==> config.mk <==
export PLATFORM = sky130hd
export DESIGN_NAME = segmented_binary_loader
export DESIGN_NICKNAME = d
export VERILOG_FILES = /design/src/hw/rtl/sbl_pkg.sv /design/src/hw/rtl/sbl_parse.sv /design/src/hw/rtl/sbl_obuf.sv /design/src/hw/rtl/segmented_binary_loader.sv
export SDC_FILE = /design/constraint.sdc
export NUM_CORES = 1
export LEC_CHECK = 0
export ABC_AREA = 1
export BUFFER_PORTS_ARGS = -buffer_cell sky130_fd_sc_hd__buf_2
export CAP_MARGIN = 20
export CORE_UTILIZATION = 35
export DETAILED_ROUTE_END_ITERATION = 8
export GPL_TIMING_DRIVEN = 0
export PLACE_DENSITY_LB_ADDON = 0.05
export SKIP_CTS_REPAIR_TIMING = 1
export SYNTH_ARGS = -nofsm -noshare
export SYNTH_HDL_FRONTEND = slang
export SYNTH_HIERARCHICAL = 1
export SYNTH_SLANG_ARGS = --single-unit
==> constraint.sdc <==
create_clock -name clk -period 5.75 [get_ports clk]
set_input_delay 0.2875 -clock clk [delete_from_list [all_inputs] [get_ports clk]]
set_output_delay 0.2875 -clock clk [all_outputs]
set_load 0.01 [all_outputs]
==> src/hw/rtl/sbl_pkg.sv <==
package sbl_pkg;

  localparam logic [1:0] PH_HEADER = 2'd0;
  localparam logic [1:0] PH_DATA   = 2'd1;
  localparam logic [1:0] PH_DONE   = 2'd2;

  localparam logic [1:0] KIND_WRITE     = 2'd0;
  localparam logic [1:0] KIND_JUMP      = 2'd1;
  localparam logic [1:0] KIND_BAD_TYPE  = 2'd2;
  localparam logic [1:0] KIND_BAD_XFER  = 2'd3;

  localparam logic [7:0]  TYPE_DATA = 8'd0;
  localparam logic [7:0]  TYPE_END  = 8'd255;
  localparam logic [15:0] MAX_XFER  = 16'd32767;

  localparam logic [2:0] HDR_TYPE    = 3'd0;
  localparam logic [2:0] HDR_LEN_HI  = 3'd1;
  localparam logic [2:0] HDR_LEN_LO  = 3'd2;
  localparam logic [2:0] HDR_ADDR_HI = 3'd3;
  localparam logic [2:0] HDR_ADDR_LO = 3'd4;

  localparam int OBUF_DEPTH = 2;

  typedef struct packed {
    logic [1:0]  kind;
    logic [15:0] target_address;
    logic [7:0]  write_data;
  } result_t;

endpackage

==> src/hw/rtl/sbl_parse.sv <==
module sbl_parse
  import sbl_pkg::*;
(
  input  logic       clk,
  input  logic       rst,
  input  logic       step,
  input  logic [7:0] file_byte,
  input  logic       restart,
  output logic       res_valid,
  output result_t    res
);

  logic [1:0]  phase, phase_next;
  logic [2:0]  header_index, header_index_next;
  logic [7:0]  block_type, block_type_next;
  logic [15:0] remaining_length, remaining_length_next;
  logic [15:0] load_address, load_address_next;

  always_comb begin
    logic [1:0] ph;
    logic [2:0] hi;
    ph = restart ? PH_HEADER : phase;
    hi = restart ? HDR_TYPE : header_index;
    phase_next            = ph;
    header_index_next     = hi;
    block_type_next       = block_type;
    remaining_length_next = remaining_length;
    load_address_next     = load_address;
    res_valid             = 1'b0;
    res                   = '0;
    if (ph == PH_DATA) begin
      load_address_next     = load_address + 16'd1;
      remaining_length_next = remaining_length - 16'd1;
      if (remaining_length == 16'd1) begin
        phase_next = PH_HEADER;
      end
      res_valid          = 1'b1;
      res.kind           = KIND_WRITE;
      res.target_address = load_address;
      res.write_data     = file_byte;
    end else if (ph == PH_HEADER) begin
      unique case (hi)
        HDR_TYPE:    block_type_next = file_byte;
        HDR_LEN_HI:  remaining_length_next = {file_byte, 8'd0};
        HDR_LEN_LO:  remaining_length_next = {remaining_length[15:8], file_byte};
        HDR_ADDR_HI: load_address_next = {file_byte, 8'd0};
        default:     load_address_next = {load_address[15:8], file_byte};
      endcase
      if (hi < HDR_ADDR_LO) begin
        header_index_next = hi + 3'd1;
      end else begin
        header_index_next = HDR_TYPE;
        if (block_type == TYPE_DATA) begin
          if (remaining_length != 16'd0) begin
            phase_next = PH_DATA;
          end
        end else begin
          phase_next = PH_DONE;
          res_valid  = 1'b1;
          if (block_type == TYPE_END) begin
            if (load_address_next == 16'd0 || load_address_next > MAX_XFER ||
                remaining_length != 16'd0) begin
              res.kind = KIND_BAD_XFER;
            end else begin
              res.kind           = KIND_JUMP;
              res.target_address = load_address_next;
            end
          end else begin
            res.kind = KIND_BAD_TYPE;
          end
        end
      end
    end
  end

  always_ff @(posedge clk) begin
    if (rst) begin
      phase            <= PH_HEADER;
      header_index     <= HDR_TYPE;
      block_type       <= '0;
      remaining_length <= '0;
      load_address     <= '0;
    end else if (step) begin
      phase            <= phase_next;
      header_index     <= header_index_next;
      block_type       <= block_type_next;
      remaining_length <= remaining_length_next;
      load_address     <= load_address_next;
    end
  end

`ifndef SYNTHESIS
  a_hdr_index_range: assert property (@(posedge clk) disable iff (rst)
    header_index <= HDR_ADDR_LO)
    else $error("header index out of range");

  a_data_has_length: assert property (@(posedge clk) disable iff (rst)
    phase == PH_DATA |-> remaining_length != 16'd0)
    else $error("data phase with zero remaining length");

  a_final_goes_done: assert property (@(posedge clk) disable iff (rst)
    step && res_valid && res.kind != KIND_WRITE |=> phase == PH_DONE)
    else $error("jump or error did not end the file");
`endif

endmodule

==> src/hw/rtl/sbl_obuf.sv <==
module sbl_obuf
  import sbl_pkg::*;
(
  input  logic    clk,
  input  logic    rst,
  input  logic    push,
  input  result_t push_item,
  output logic    full,
  output logic    out_valid,
  input  logic    pop,
  output result_t out_item
);

  logic [1:0] count, count_next;
  result_t    ent0, ent1;

  assign full      = (count == 2'(OBUF_DEPTH));
  assign out_valid = (count != 2'd0);
  assign out_item  = ent0;

  always_comb begin
    count_next = count;
    if (push && !pop) begin
      count_next = count + 2'd1;
    end else if (pop && !push) begin
      count_next = count - 2'd1;
    end
  end

  always_ff @(posedge clk) begin
    if (rst) begin
      count <= '0;
    end else begin
      count <= count_next;
    end
  end

  always_ff @(posedge clk) begin
    if (push && pop) begin
      if (count == 2'd1) begin
        ent0 <= push_item;
      end else begin
        ent0 <= ent1;
        ent1 <= push_item;
      end
    end else if (push) begin
      if (count == 2'd0) begin
        ent0 <= push_item;
      end else begin
        ent1 <= push_item;
      end
    end else if (pop) begin
      ent0 <= ent1;
    end
  end

`ifndef SYNTHESIS
  a_no_overflow: assert property (@(posedge clk) disable iff (rst)
    push && !pop |-> !full)
    else $error("push into full result buffer");

  a_no_underflow: assert property (@(posedge clk) disable iff (rst)
    pop |-> count != 2'd0)
    else $error("pop from empty result buffer");

  a_count_step: assert property (@(posedge clk) disable iff (rst)
    push && !pop |=> count == $past(count) + 2'd1)
    else $error("result count did not advance on push");
`endif

endmodule

==> src/hw/rtl/segmented_binary_loader.sv <==
// Segmented binary loader: parses a machine-language binary one byte per item.
// Input channel s_*: one file byte per item; s_tuser[0] marks the first byte
// of a new file and restarts parsing at a segment header.
// Output channel m_*: zero or one result per input byte; m_tuser is the kind
// (memory write, jump, bad block type, bad transfer), m_tdata carries the
// target address and the data byte of a memory write.
// Throughput: one byte per cycle while the result buffer is not full; the parse
// step lies between the input register and the two-entry result buffer.
// A result passes the input register and the parse step into the result buffer, which offers it on m_tvalid.
// Reset clears the parser to the header of a new file and empties both the
// input register and the result buffer.
// When the receiver stalls, results collect in the two-entry buffer; once it
// is full and a byte waits in the input register, s_tready drops until the
// receiver takes a result. No result is lost or repeated.
// After a jump or an error every byte is consumed without a result until a
// byte arrives with the restart flag.
module segmented_binary_loader
  import sbl_pkg::*;
(
  input  logic        clk,
  input  logic        rst,
  input  logic        s_tvalid,
  output logic        s_tready,
  input  logic [7:0]  s_tdata,   // [7:0] file_byte
  input  logic [0:0]  s_tuser,   // [0] restart
  output logic        m_tvalid,
  input  logic        m_tready,
  output logic [23:0] m_tdata,   // [15:0] target_address, [23:16] write_data
  output logic [1:0]  m_tuser    // [1:0] kind
);

  logic       in_valid;
  logic [7:0] in_byte;
  logic       in_restart;
  logic       full;
  logic       advance;
  logic       res_valid;
  result_t    res;
  result_t    out_item;

  assign advance  = in_valid && !full;
  assign s_tready = !(in_valid && full);

  always_ff @(posedge clk) begin
    if (rst) begin
      in_valid <= 1'b0;
    end else if (s_tready) begin
      in_valid <= s_tvalid;
    end
  end

  always_ff @(posedge clk) begin
    if (s_tvalid && s_tready) begin
      in_byte    <= s_tdata;
      in_restart <= s_tuser[0];
    end
  end

  sbl_parse u_parse (
    .clk       (clk),
    .rst       (rst),
    .step      (advance),
    .file_byte (in_byte),
    .restart   (in_restart),
    .res_valid (res_valid),
    .res       (res)
  );

  sbl_obuf u_obuf (
    .clk       (clk),
    .rst       (rst),
    .push      (advance && res_valid),
    .push_item (res),
    .full      (full),
    .out_valid (m_tvalid),
    .pop       (m_tvalid && m_tready),
    .out_item  (out_item)
  );

  assign m_tdata = {out_item.write_data, out_item.target_address};
  assign m_tuser = out_item.kind;

endmodule
After elaboration in Yosys (flattened, before gate mapping)
Index checks and enable logic that the tools add are counted. Widths: inputs -> output; s select.

Output and inout bits: 28. Logic and storage cells: 113. Register bits: 109.

Order comparisons: 2. Equal/unequal tests: 12. Reductions and logical operators: 34. $add $sub $neg: 5. Bitwise gates (word level): 1. Multiplexer cells: 43.

Operator list (number): $mux 26 (9); $mux 16 (8); $mux 18 (4); $pmux 16 s2 (2); $mux 2 (11); $add 16x1->16 const B (1); $eq 16x1->1 const B (1); $gt 16x15->1 const B (1); $logic_not 16->1 (1); $reduce_bool 16->1 (1); $sub 16x1->16 const B (1); $mux 3 (4); $reduce_bool 2->1 (5); $eq 8x8->1 const B (1); $logic_and 1x1->1 (8); $logic_not 8->1 (1); $mux 8 (1); $reduce_and 4->1 (2); $eq 3x2->1 const B (2); $reduce_and 3->1 (2); $reduce_bool 3->1 (2); $eq 2x1->1 const B (2); $logic_not 1->1 (4); $logic_not 2->1 (2); 15 further kinds (21).

Logic depth before layout (Yosys ltp)
Gate-level depths: netlist of run 1.

Word-level depth: 18. Mapped depth: 14. Depth with buffers taken out: 13.

Modules after synthesis
The synthesis of run 1 kept the hierarchy.

By module, submodules not included: sbl_parse (instances 1, sequential area each 900.9 sq um, area an instance 3432.0 sq um, cells each 573); sbl_obuf (instances 1, sequential area each 1601.5 sq um, area an instance 2175.8 sq um, cells each 168); segmented_binary_loader (instances 1, sequential area each 290.3 sq um, area an instance 339.1 sq um, cells each 20).

Least setup slack after synthesis of run 1
OpenSTA, ideal clock, no wires.

Path type: register to register. Start point: reg in_restart. End point: reg u_obuf/ent1[0] in the netlist's numbering, enable pin. Cell stages (with the launch flop): 9. Slack: 1.587 ns. Clock period less this slack: 4.163 ns. Library setup time: 0.445 ns. Arrival: 3.718 ns. Cell sequence: edfxtp_1 > nor2_2 > nand3_2 > buf_2 > nand2_1 > and3_1 > ha_1 > inv_2 > o21ai_0.

Cells in the longest elaborated chain, start to end: 9.

Ends and longest elaborated chain: start, declared (RTL line segmented_binary_loader.sv:34) `logic in_restart;`; start signal, assigned (RTL line segmented_binary_loader.sv:55) `in_restart <= s_tuser[0];`; $mux 3 (RTL line sbl_parse.sv:23) `hi = restart ? HDR_TYPE : header_index;`; $lt 3x3->1 (RTL line sbl_parse.sv:49) `if (hi < HDR_ADDR_LO) begin`; $mux 1 (RTL line sbl_parse.sv:49); $mux 1 (RTL line sbl_parse.sv:41) `end else if (ph == PH_HEADER) begin`; $mux 1 * (RTL line sbl_parse.sv:31) `if (ph == PH_DATA) begin`; net res_valid (RTL line segmented_binary_loader.sv:37) `logic res_valid;`; $logic_and 1x1->1 * (RTL line segmented_binary_loader.sv:72) `.push (advance && res_valid),`; $logic_and 1x1->1 (RTL line sbl_obuf.sv:39) `if (push && pop) begin`; $ne 2x2->1 (no source line) (tied with other cells); $reduce_and 3->1 (no source line) *; end signal, assigned (RTL line sbl_obuf.sv:44) `ent1 <= push_item;`; end signal, assigned (RTL line sbl_obuf.sv:50) `ent1 <= push_item;`; end, declared (RTL line sbl_obuf.sv:15) `result_t ent0, ent1;`.

The timed path passes the listed nets; every way through them passes the cells marked *. A chain may end at the register's enable or synchronous reset.

Worst setup path in the final report of run 1
Start point: reg in_restart. End point: reg u_obuf.ent0, in the netlist u_obuf/out_item[23], enable pin.

Cells in the longest elaborated chain, start to end: 9.

Ends and longest elaborated chain: $mux 3 (RTL line sbl_parse.sv:23); $lt 3x3->1 (RTL line sbl_parse.sv:49); $mux 1 (RTL line sbl_parse.sv:49); $mux 1 (RTL line sbl_parse.sv:41); $mux 1 * (RTL line sbl_parse.sv:31); net res_valid (RTL line segmented_binary_loader.sv:37); $logic_and 1x1->1 * (RTL line segmented_binary_loader.sv:72); $logic_and 1x1->1 (RTL line sbl_obuf.sv:39); $ne 3x3->1 (no source line) / $reduce_bool 3->1 (equally long branches); $reduce_and 2->1 (no source line) *; end signal, assigned (RTL line sbl_obuf.sv:41) `ent0 <= push_item;`; end signal, assigned (RTL line sbl_obuf.sv:43) `ent0 <= ent1;`; end signal, assigned (RTL line sbl_obuf.sv:48) `ent0 <= push_item;`; end, declared (RTL line sbl_obuf.sv:15).

Marks and branches as above.

==> results.txt, run 1 <==
min-delay worst type -> primary input to flip-flop
CP Launch Type -> flip-flop
Reg area -> 0.00279 mm²
die area -> 0.0175 mm²
PortBufs -> 40
CP arrival -> 3320 ps
Final Hold Vio Count -> 0
unrepaired setup endpoints after global routing -> no
maximum number of pins on one net before global-route repair -> 27
Syn Area/Cell -> 7.81 µm²
CTS Buffer Depth -> 2
final-stage net count -> 836
Starting Density -> 35.9%
Crit Path Class -> flip-flop to flip-flop
worst slew pin tran -> 873 ps
Final Max Tran Viols -> 0
period utilization -> 58.0%
Post-Syn Instances -> 761
Yosys reg bits -> 109
CTS buffer count -> 9
clock-pin transition on the worst setup and hold timing paths -> 80 ps
max-cap violations -> 0
number of global-route vias before repair -> 5114
DR WL/cell -> 16.1 µm
Avg Vias per Cell -> 5.13
Root Buffer -> clkbuf_16
post-route cell area -> 0.00673 mm²
DRT Pass-1 Iters -> 5
Crit Path Max Fanout -> 26
Initial DRC Count -> 377
Pleak -> 2.66 nW
H-Tree Depth -> 3
dpl hpwl -> 12500 µm
placed cell count -> 1022
Synth-to-Final Area Change -> 13.2%
synth warn -> 6
worst-skew pair later-pin latency -> 360 ps
diodes inserted -> 0
Total Power -> 1.83 mW
remaining global-route overflow -> 0
# setup viols final -> 0
PwrDens -> 273 mW/mm²
Max Clock Skew -> 10.9 ps
share of cells above drive strength 1 -> 14.5%
non-filler instance count after layout -> 1038
Final TNS setup -> 0 ps
Detail Route Antenna Nets -> 0
post-layout min period -> 3330 ps
cell area after synthesis -> 0.00595 mm²
initial antenna violation count -> 0
worst IR drop on VDD -> 0.000145 V
DR DRC count -> 0
max frequency -> 300 MHz
register area share after synthesis -> 47.0%
CTS tree -> built
gpl congestion -> 0.880
global-route wire length before repair -> 26900 µm
hold_ws -> 92.6 ps
Crit. End Element -> flip-flop
# IOs -> 41
vias -> 5326
WP data required -> 5740 ps
# rows -> 47
core area -> 0.0166 mm²
final WL -> 16700 µm
result of the run -> complete, no violations
post-synth cell types -> 45
Layout fillers -> 1787
DIE WIDTH -> 132 µm
Num Clock Sinks -> 109
die height -> 132 µm
footprint of the multi-input gates -> 0.00272 mm²
Post-DP Area -> 0.00645 mm²
Worst slew margin -> 41.7%
syn_nets -> 784
total track usage -> 19.7%
## cells in the mapped netlist (all sizes together)
library cell / instances / area (µm²)
o21ai: 57 / 293
inv: 69 / 264
dfxtp: 48 / 961
o211ai: 1 / 7.51
nor3: 11 / 55.1
a21oi: 43 / 223
nand3: 72 / 403
ha: 10 / 125
buf: 20 / 145
edfxtp: 61 / 1830
a41oi: 1 / 8.76
nand4: 10 / 83.8
xor2: 6 / 52.6
a22oi: 1 / 7.51
a221oi: 1 / 8.76
o32ai: 1 / 8.76
a31oi: 7 / 43.8
a211oi: 2 / 15.0
clkbuf: 8 / 37.5
xnor2: 2 / 17.5
nand3b: 1 / 7.51
o22ai: 3 / 18.8
nand2: 215 / 842
nor4: 2 / 18.8
o31ai: 3 / 22.5
nor2: 104 / 433
and3: 2 / 12.5
## where the power goes
part           internal [mW]  switching (mW)
Clock                  0.306           0.304
Combinational         0.0978           0.202
Sequential             0.886          0.0384
## cell type report
| class | instances | share of cell area (%) |
|---|---|---|
| Buffer | 28 | 2.71 |
| Clock buffer | 11 | 3.51 |
| Clock inverter | 5 | 0.650 |
| Inverter | 69 | 3.92 |
| Multi-Input combinational cell | 555 | 40.4 |
| Sequential cell | 109 | 41.5 |
| Tap cell | 220 | 4.09 |
| Timing Repair Buffer | 41 | 3.20 |
## worst max-delay path: stages, from the launching register on
cell and delay [ps]:
edfxtp_1 530, nor2_2 380, nand3_2 300, buf_2 300, nand2_1 80, and3_1 340, inv_1 80, ha_1 230
a21oi_4 660
## cells by family (layout without fill, tap and decap cells)
logic type                 after synthesis  count (layout)  synth area share, %
and+or+nand+nor                        417             417                 31.2
AOI/OAI and AO/OA                      120             120                 11.0
DFF                                    109             109                 47.0
buffers and inverters                   97             154                 7.51
adders and majority gates               10              10                 2.10
xor gates and xnor gates                 8               8                 1.18
## worst paths after layout
| kind | cells after the start | slack, ps | endpoint | from |
|---|---|---|---|---|
| hold / removal | 1 | 90 | in_byte[4]$_DFFE_PP_ | s_tdata[4] |
| setup reg to reg | 8 | 2420 | u_obuf/out_item[23]$_DFFE_PP_ | in_restart$_DFFE_PP_ |
| hold reg to reg | 2 | 490 | u_parse/phase[1]$_SDFFE_PP0P_ | u_parse/phase[1]$_SDFFE_PP0P_ |
| setup / recovery | 8 | 2420 | u_obuf/out_item[23]$_DFFE_PP_ | in_restart$_DFFE_PP_ |
## sequential cells by signal, summed over array words and instances, names as in the netlist
name and cells:
u_obuf/ent1 26, u_obuf/out_item 26, u_parse/load_address 16, u_parse/remaining_length 16, in_byte 8, u_parse/block_type 8, u_parse/header_index 3, u_obuf/count 2
u_parse/phase 2, in_restart 1, in_valid 1
## cells in the final DEF (no fill, tap or decap), types with 8 or more instances in the layout
| cell | synthesis | routed |
|---|---|---|
| a21oi_1 | 41 | 40 |
| buf_2 | 11 | 51 |
| clkbuf_16 | 0 | 9 |
| dfxtp_1 | 48 | 48 |
| edfxtp_1 | 61 | 61 |
| ha_1 | 10 | 10 |
| inv_1 | 60 | 60 |
| nand2_1 | 207 | 207 |
| nand3_1 | 65 | 65 |
| nand4_1 | 8 | 8 |
| nor2_1 | 95 | 95 |
| nor3_1 | 11 | 11 |
| o21ai_0 | 54 | 53 |
## layer usage
metal | routed length (µm) | global-route usage (%) | vias up | share of wire (%)
met5 | 0 | 0 | - | 0
met4 | 377 | 8.17 | 0 | 2.3
met3 | 731 | 3.15 | 18 | 4.4
met2 | 7730 | 31.5 | 123 | 46
met1 | 7840 | 26.5 | 2546 | 47
li1 | - | - | 2639 | -
## metrics by stage
stage | worst slack, ps | utilization (%)
after floorplan | 1590 | -
after global placement | 194 | 38.7
after detailed placement | 2390 | 38.9
after CTS | 2370 | 40.6
after global routing | 2200 | 40.6
final | 2420 | 40.6
Note: power is estimated with default switching activity, not from simulation.
==> run 2, diff against run 1 <==
- ABC_AREA: 1 -> 0
- clock period: 5.75 -> 2.75 ns (I/O delays scaled with it)
==> run 2 against run 1 <==
  * The run now ends with hold timing left
  * Core utilization up 2.7 points
  * Register-to-register slack lost 2400 ps
  * First-iteration DRC count fell by 19%
  * Wire length decreased by 4.4%
  * Cell count decreased by 16%
  * Largest cell class is now multi-input combinational cells
==> results.txt, run 2 <==
diodes inserted -> 0
CP peak stage delay -> 500 ps
total track usage -> 18.8%
Avg Vias per Cell -> 5.41
fraction of registers with async set/reset -> 0%
DIE WIDTH -> 131 µm
Root Buffer -> clkbuf_16
RR Endpoint -> u_obuf/out_item[8]$_DFFE_PP_
Layout fillers -> 1600
gpl congestion -> 0.826
Sw Ratio -> 24.7%
crit path launch -> in_restart$_DFFE_PP_
Post-synth EDFFs -> 61
Total Power -> 3.61 mW
Max Clock Skew -> 10.8 ps
PortBufs -> 40
worst slew pin tran -> 989 ps
Seq pwr share -> 50.8%
Top cell by count, worst path -> buf_12
Post-Syn Instances -> 577
final WL -> 15900 µm
CP cell instances -> or4b_1 -> a21o_1 -> nand2_1 -> and2_4 -> ha_4 -> mux2i_4 -> buf_12 -> buf_12 -> mux2_4
remaining global-route overflow -> 0
post-synth top area cell -> edfxtp_1
max-cap violations -> 0
max frequency -> 371 MHz
# IOs -> 41
Detail Route Antenna Nets -> 0
Pleak -> 2.50 nW
Synth-to-Final Area Change -> 19.6%
CP arrival -> 2790 ps
P_sw -> 0.894 mW
main flop type after synthesis -> edfxtp_1
internal power -> 2.72 mW
initial antenna violation count -> 0
min-delay worst type -> primary input to flip-flop
Slowest cell on crit path -> or4b_1
final-stage net count -> 676
die area -> 0.0171 mm²
die height -> 131 µm
CTS Buffer Depth -> 2
Reg2Reg Setup Slack -> 60 ps
number of global-route vias before repair -> 4433
CP Launch Type -> flip-flop
maximum number of pins on one net before global-route repair -> 27
ranking of synthesized cells by area -> edfxtp_1, dfxtp_1, a21oi_1
# rows -> 46
worst-skew pair later-pin latency -> 360 ps
Crit. End Element -> flip-flop
WP data required -> 2850 ps
global-route wire length before repair -> 24100 µm
post-synth cell types -> 73
Crit Path Class -> flip-flop to flip-flop
DR DRC count -> 0
Final Hold Vio Count -> 2
Starting Density -> 36.2%
most common library cell in the layout ignoring fill and taps -> edfxtp_1
worst reg2reg startpoint -> in_restart$_DFFE_PP_
DRT Pass-1 Iters -> 5
result of the run -> finished, violations left
# setup viols final -> 0
combinational power share -> 10.4%
CTS tree -> built
cell area after synthesis -> 0.00579 mm²
Yosys reg bits -> 109
Clk pwr share -> 38.8%
Syn Area/Cell -> 10.0 µm²
dpl ws -> -322 ps
dpl hpwl -> 10700 µm
unrepaired setup endpoints after global routing -> yes
share of cells above drive strength 1 -> 20.2%
failing checks -> hold timing
hold_ws -> -9.67 ps
Synth top area share -> 31.6%
core area -> 0.0160 mm²
most frequent cells in the layout -> edfxtp_1, a21oi_1, nand2_1, dfxtp_1, nor2_1
Synth top cells by count -> edfxtp_1, a21oi_1, nand2_1
clock-pin transition on the worst setup and hold timing paths -> 70 ps
vias -> 4729
register area share after synthesis -> 48.2%
Crit Path Max Fanout -> 10
period utilization -> 97.9%
most common cell in the netlist -> edfxtp_1
Final Worst Setup Slack -> 57.3 ps
Num Clock Sinks -> 109
Worst slew margin -> 33.5%
H-Tree Depth -> 3
CTS buffer count -> 9
post-layout min period -> 2690 ps
PwrDens -> 522 mW/mm²
Worst setup endpoint -> u_obuf/out_item[8]$_DFFE_PP_
worst reg2reg path depth -> 9
Final Max Tran Viols -> 0
Initial DRC Count -> 306
syn_nets -> 600
synth warn -> 6
worst IR drop on VDD -> 0.000315 V
DR WL/cell -> 18.2 µm
==> run 2: metal layers <==
| layer | part of all wire (%) | GRT usage [%] | up-vias |
|---|---|---|---|
| li1 | - | - | 2291 |
| met1 | 48 | 25.8 | 2278 |
| met2 | 46 | 29.6 | 141 |
| met3 | 4.5 | 3.30 | 19 |
| met4 | 1.8 | 7.30 | 0 |
| met5 | 0 | 0 | - |
==> run 2: power by group through the flow <==
stage / Clock (mW) / Sequential [mW] / Combinational (mW)
floorplan: 0 / 1.87 / 0.215
global placement: 0 / 1.87 / 0.339
detailed placement: 0 / 1.87 / 0.343
CTS: 1.44 / 1.84 / 0.344
global route: 1.49 / 1.84 / 0.415
finish: 1.40 / 1.84 / 0.375
==> run 2: how the worst min path moves through the flow <==
| stage | from | end | slack, ps | depth (start not counted) |
|---|---|---|---|---|
| 6_report | rst | u_obuf/count[0]$_SDFFE_PP0P_ | -10 | 2 |
| 3_3_place_gp | s_tdata[3] | in_byte[3]$_DFFE_PP_ | 310 | 1 |
| 3_5_place_dp | s_tdata[5] | in_byte[5]$_DFFE_PP_ | 320 | 1 |
| 2_1_floorplan | rst | in_valid$_SDFFE_PP0N_ | 210 | 1 |
| 4_1_cts | s_tdata[5] | in_byte[5]$_DFFE_PP_ | -60 | 1 |
| 5_1_grt | rst | u_obuf/count[0]$_SDFFE_PP0P_ | 10 | 2 |
==> run 2: final cells by class <==
cell class	instances	area, µm²	area share [%]
inverters	14	52.6	0.759
multi-input cells	417	2850	41.1
flip-flops and latches	109	2790	40.3
repair buffers	65	443	6.40
clock inverters	6	86.3	1.25
plain buffers	37	205	2.96
well taps	216	270	3.90
clock buffers	10	229	3.31
==> run 2: cells by family (layout without fill, tap and decap cells) <==
logic type                 Yosys count  count (layout)  share of synthesized area (%)
and+or+nand+nor                    203             203                           18.9
AOI/OAI and AO/OA                  160             161                           17.2
DFF                                109             109                           48.2
buffers and inverters               52             132                           4.04
muxes                               41              41                           9.16
adders and majority gates           10              10                           2.16
xor gates and xnor gates             2               2                          0.302
==> run 2: critical path: cells and delay by family, from the launching register on <==
kind            cells  cell delay (ps)
compound gates      1              190
fa+ha+maj           1              180
buf+inv             2              290
flops               1              470
mux                 2              550
simple gates        3              750
==> run 2: stage by stage <==
| stage | std cells | area [µm²] | hold slack, ps | setup TNS (ps) | utilization [%] |
|---|---|---|---|---|---|
| finish | 874 | 6930 | -9.67 | 0 | 43.3 |
| global route | 874 | 6930 | 14.5 | -28.7 | 43.3 |
| CTS | 850 | 6650 | -55.3 | -16510 | 41.5 |
| detailed placement | 834 | 6330 | 316 | -15600 | 39.6 |
| global placement | 833 | 6320 | 314 | -24030 | 39.5 |
| floorplan | 577 | 5850 | 210 | 0 | - |
==> run 3, diff against run 2 <==
- SYNTH_HIERARCHICAL: 1 -> unset
==> run 3 against run 2 <==
  * The run ends with setup timing left
  * Setup slack worse by 110 ps
  * Core utilization is 0.20 points lower
  * Cell count is 0.23% lower
  * Clock skew is 3.2 ps lower
  * Highest routed layer unchanged
  * Total power is 4.7% lower
  * Sequential share of layout area is 0.33 points higher
  * Critical endpoint is now u_obuf.out_item[24]$_DFFE_PP_
  * Combinational power is 15% lower
  * Worst hold slack better by 150 ps
  * Final area is 0.81% lower
  * Sequential power is 2% lower
  * Clock power is 6% lower
==> results.txt, run 3 <==
final-stage net count -> 672
max-cap violations -> 0
final WL -> 17300 µm
H-Tree Depth -> 3
met3 WL post-DR -> 837 µm
register area share after synthesis -> 48.9%
post-synth cell types -> 66
Max Used Layer -> met4
Crit. End Element -> flip-flop
Detail Route Antenna Nets -> 0
Max Clock Skew -> 7.63 ps
CP peak stage delay -> 480 ps
Synth-to-Final Area Change -> 20.2%
Post-Syn Instances -> 573
Crit Path Max Fanout -> 8
worst reg2reg startpoint -> in_restart$_DFFE_PP_
post-layout min period -> 2800 ps
Layout fillers -> 1600
Root Buffer -> clkbuf_16
remaining global-route overflow -> 0
Synth top area share -> 32.0%
Final Worst Setup Slack -> -50.5 ps
vias -> 4931
fraction of registers with async set/reset -> 0%
PortBufs -> 40
worst slew pin tran -> 874 ps
non-filler instance count after layout -> 872
DR DRC count -> 0
placed cell count -> 830
post-synth top area cell -> edfxtp_1
main flop type after synthesis -> edfxtp_1
cell area after synthesis -> 0.00572 mm²
max frequency -> 357 MHz
cell family with most CP delay -> compound AO/OA/AOI/OAI gates
Yosys reg bits -> 109
CTS buffer count -> 9
Syn Area/Cell -> 9.98 µm²
share of cells above drive strength 1 -> 20.1%
worst-skew pair later-pin latency -> 360 ps
period utilization -> 102%
PwrDens -> 501 mW/mm²
DRT Pass-1 Iters -> 6
min-delay worst type -> primary input to flip-flop
most frequent cells in the layout -> edfxtp_1, a21oi_1, dfxtp_1, nor2_1, buf_2
Avg Vias per Cell -> 5.65
maximum number of pins on one net before global-route repair -> 27
CTS Buffer Depth -> 2
CP Launch Type -> flip-flop
diodes inserted -> 0
ranking of synthesized cells by area -> edfxtp_1, dfxtp_1, a21oi_1
Slowest cell on crit path -> or4b_4
gpl congestion -> 0.859
initial antenna violation count -> 0
result of the run -> finished, violations left
Synth top cells by count -> edfxtp_1, a21oi_1, dfxtp_1
die area -> 0.0168 mm²
HP Start -> rst
Worst slew margin -> 41.7%
core area -> 0.0159 mm²
# IOs -> 41
unrepaired setup endpoints after global routing -> yes
Final Hold Vio Count -> 0
hold_ws -> 142 ps
synth warn -> 0
number of global-route vias before repair -> 4480
CP bufs+invs -> 4
DIE WIDTH -> 130 µm
failing checks -> setup timing
CP arrival -> 2910 ps
CP cell instances -> buf_6 -> or4b_4 -> a21o_4 -> a21o_4 -> inv_4 -> ha_4 -> o21ai_4 -> a21oi_2 -> buf_6 -> buf_8 -> mux2_2
worst IR drop on VDD -> 0.000287 V
CTS tree -> built
Crit Path Class -> flip-flop to flip-flop
Num Clock Sinks -> 109
Initial DRC Count -> 364
DR WL/cell -> 19.8 µm
# setup viols final -> 8
syn_nets -> 594
Post-synth EDFFs -> 61
total track usage -> 20.9%
Final Max Tran Viols -> 0
crit path launch -> in_restart$_DFFE_PP_
dpl hpwl -> 11500 µm
# rows -> 46
die height -> 130 µm
most common cell in the netlist -> edfxtp_1
clock-pin transition on the worst setup and hold timing paths -> 70 ps
Pleak -> 2.35 nW
most common library cell in the layout ignoring fill and taps -> edfxtp_1
WL met2 -> 8010 µm
WL met1 -> 7920 µm
WP data required -> 2860 ps
Starting Density -> 35.9%
global-route wire length before repair -> 26000 µm
## run 3: through the flow
stage | instance area (µm²) | setup TNS [ps] | utilization, % | setup WS, ps | power [mW]
final | 6870 | -220 | 43.1 | -50.5 | 3.44
after detailed placement | 6220 | -27790 | 39.0 | -604 | 2.13
after floorplan | 5740 | -22.7 | - | -5.68 | 2.02
after global routing | 6870 | -1890 | 43.1 | -140 | 3.56
after global placement | 6210 | -38230 | 38.9 | -601 | 2.13
after CTS | 6510 | -30850 | 40.8 | -669 | 3.45
## run 3: cells by family (layout without fill, tap and decap cells)
kind of cell | after synthesis | count (layout) | synth area share [%]
XOR/XNOR | 5 | 5 | 0.766
AND/OR/NAND/NOR | 184 | 185 | 17.3
multiplexers | 29 | 29 | 5.47
adder cells (fa/ha/maj) | 8 | 8 | 1.75
flip-flops | 109 | 109 | 48.9
AO/OA/AOI/OAI | 174 | 174 | 21.3
buffers and inverters | 64 | 146 | 4.55
## run 3: final cells by class
cell class / count / area, µm² / share of cell area [%]
Sequential cell: 109 / 2790 / 40.7
Multi-Input combinational cell: 401 / 2760 / 40.2
Timing Repair Buffer: 67 / 468 / 6.81
Tap cell: 216 / 270 / 3.93
Clock buffer: 10 / 229 / 3.33
Buffer: 44 / 209 / 3.04
Inverter: 19 / 73.8 / 1.07
Clock inverter: 6 / 62.6 / 0.911
## run 3: worst reg2reg max path, cell delays in order (launching register included)
cell	delay [ps]
edfxtp_1	390
buf_6	150
or4b_4	480
a21o_4	220
a21o_4	240
inv_4	60
ha_4	180
o21ai_4	70
a21oi_2	130
buf_6	140
buf_8	130
mux2_2	340
## run 3: final timing paths
kind | cells after the start | to | slack [ps]
worst max-delay path | 11 | u_obuf.out_item[24]$_DFFE_PP_ | -50
worst min-delay path | 4 | u_parse.load_address[11]$_SDFFE_PP0P_ | 140
worst max register to register | 11 | u_obuf.out_item[24]$_DFFE_PP_ | -50
worst min register to register | 2 | u_parse.remaining_length[10]$_SDFFE_PP0P_ | 480
## run 3: per-layer routing
| metal | global-route usage (%) | vias up |
|---|---|---|
| met4 | 9.37 | 0 |
| met3 | 3.28 | 38 |
| li1 | - | 2320 |
| met1 | 28.4 | 2392 |
| met2 | 32.7 | 181 |
| met5 | 0 | - |
## run 3: power breakdown
part           leakage, nW  switching [mW]  internal, mW  total, mW
combinational         1.30           0.205         0.115      0.320
clock                0.147           0.615         0.708       1.32
sequential           0.904          0.0379          1.76       1.80
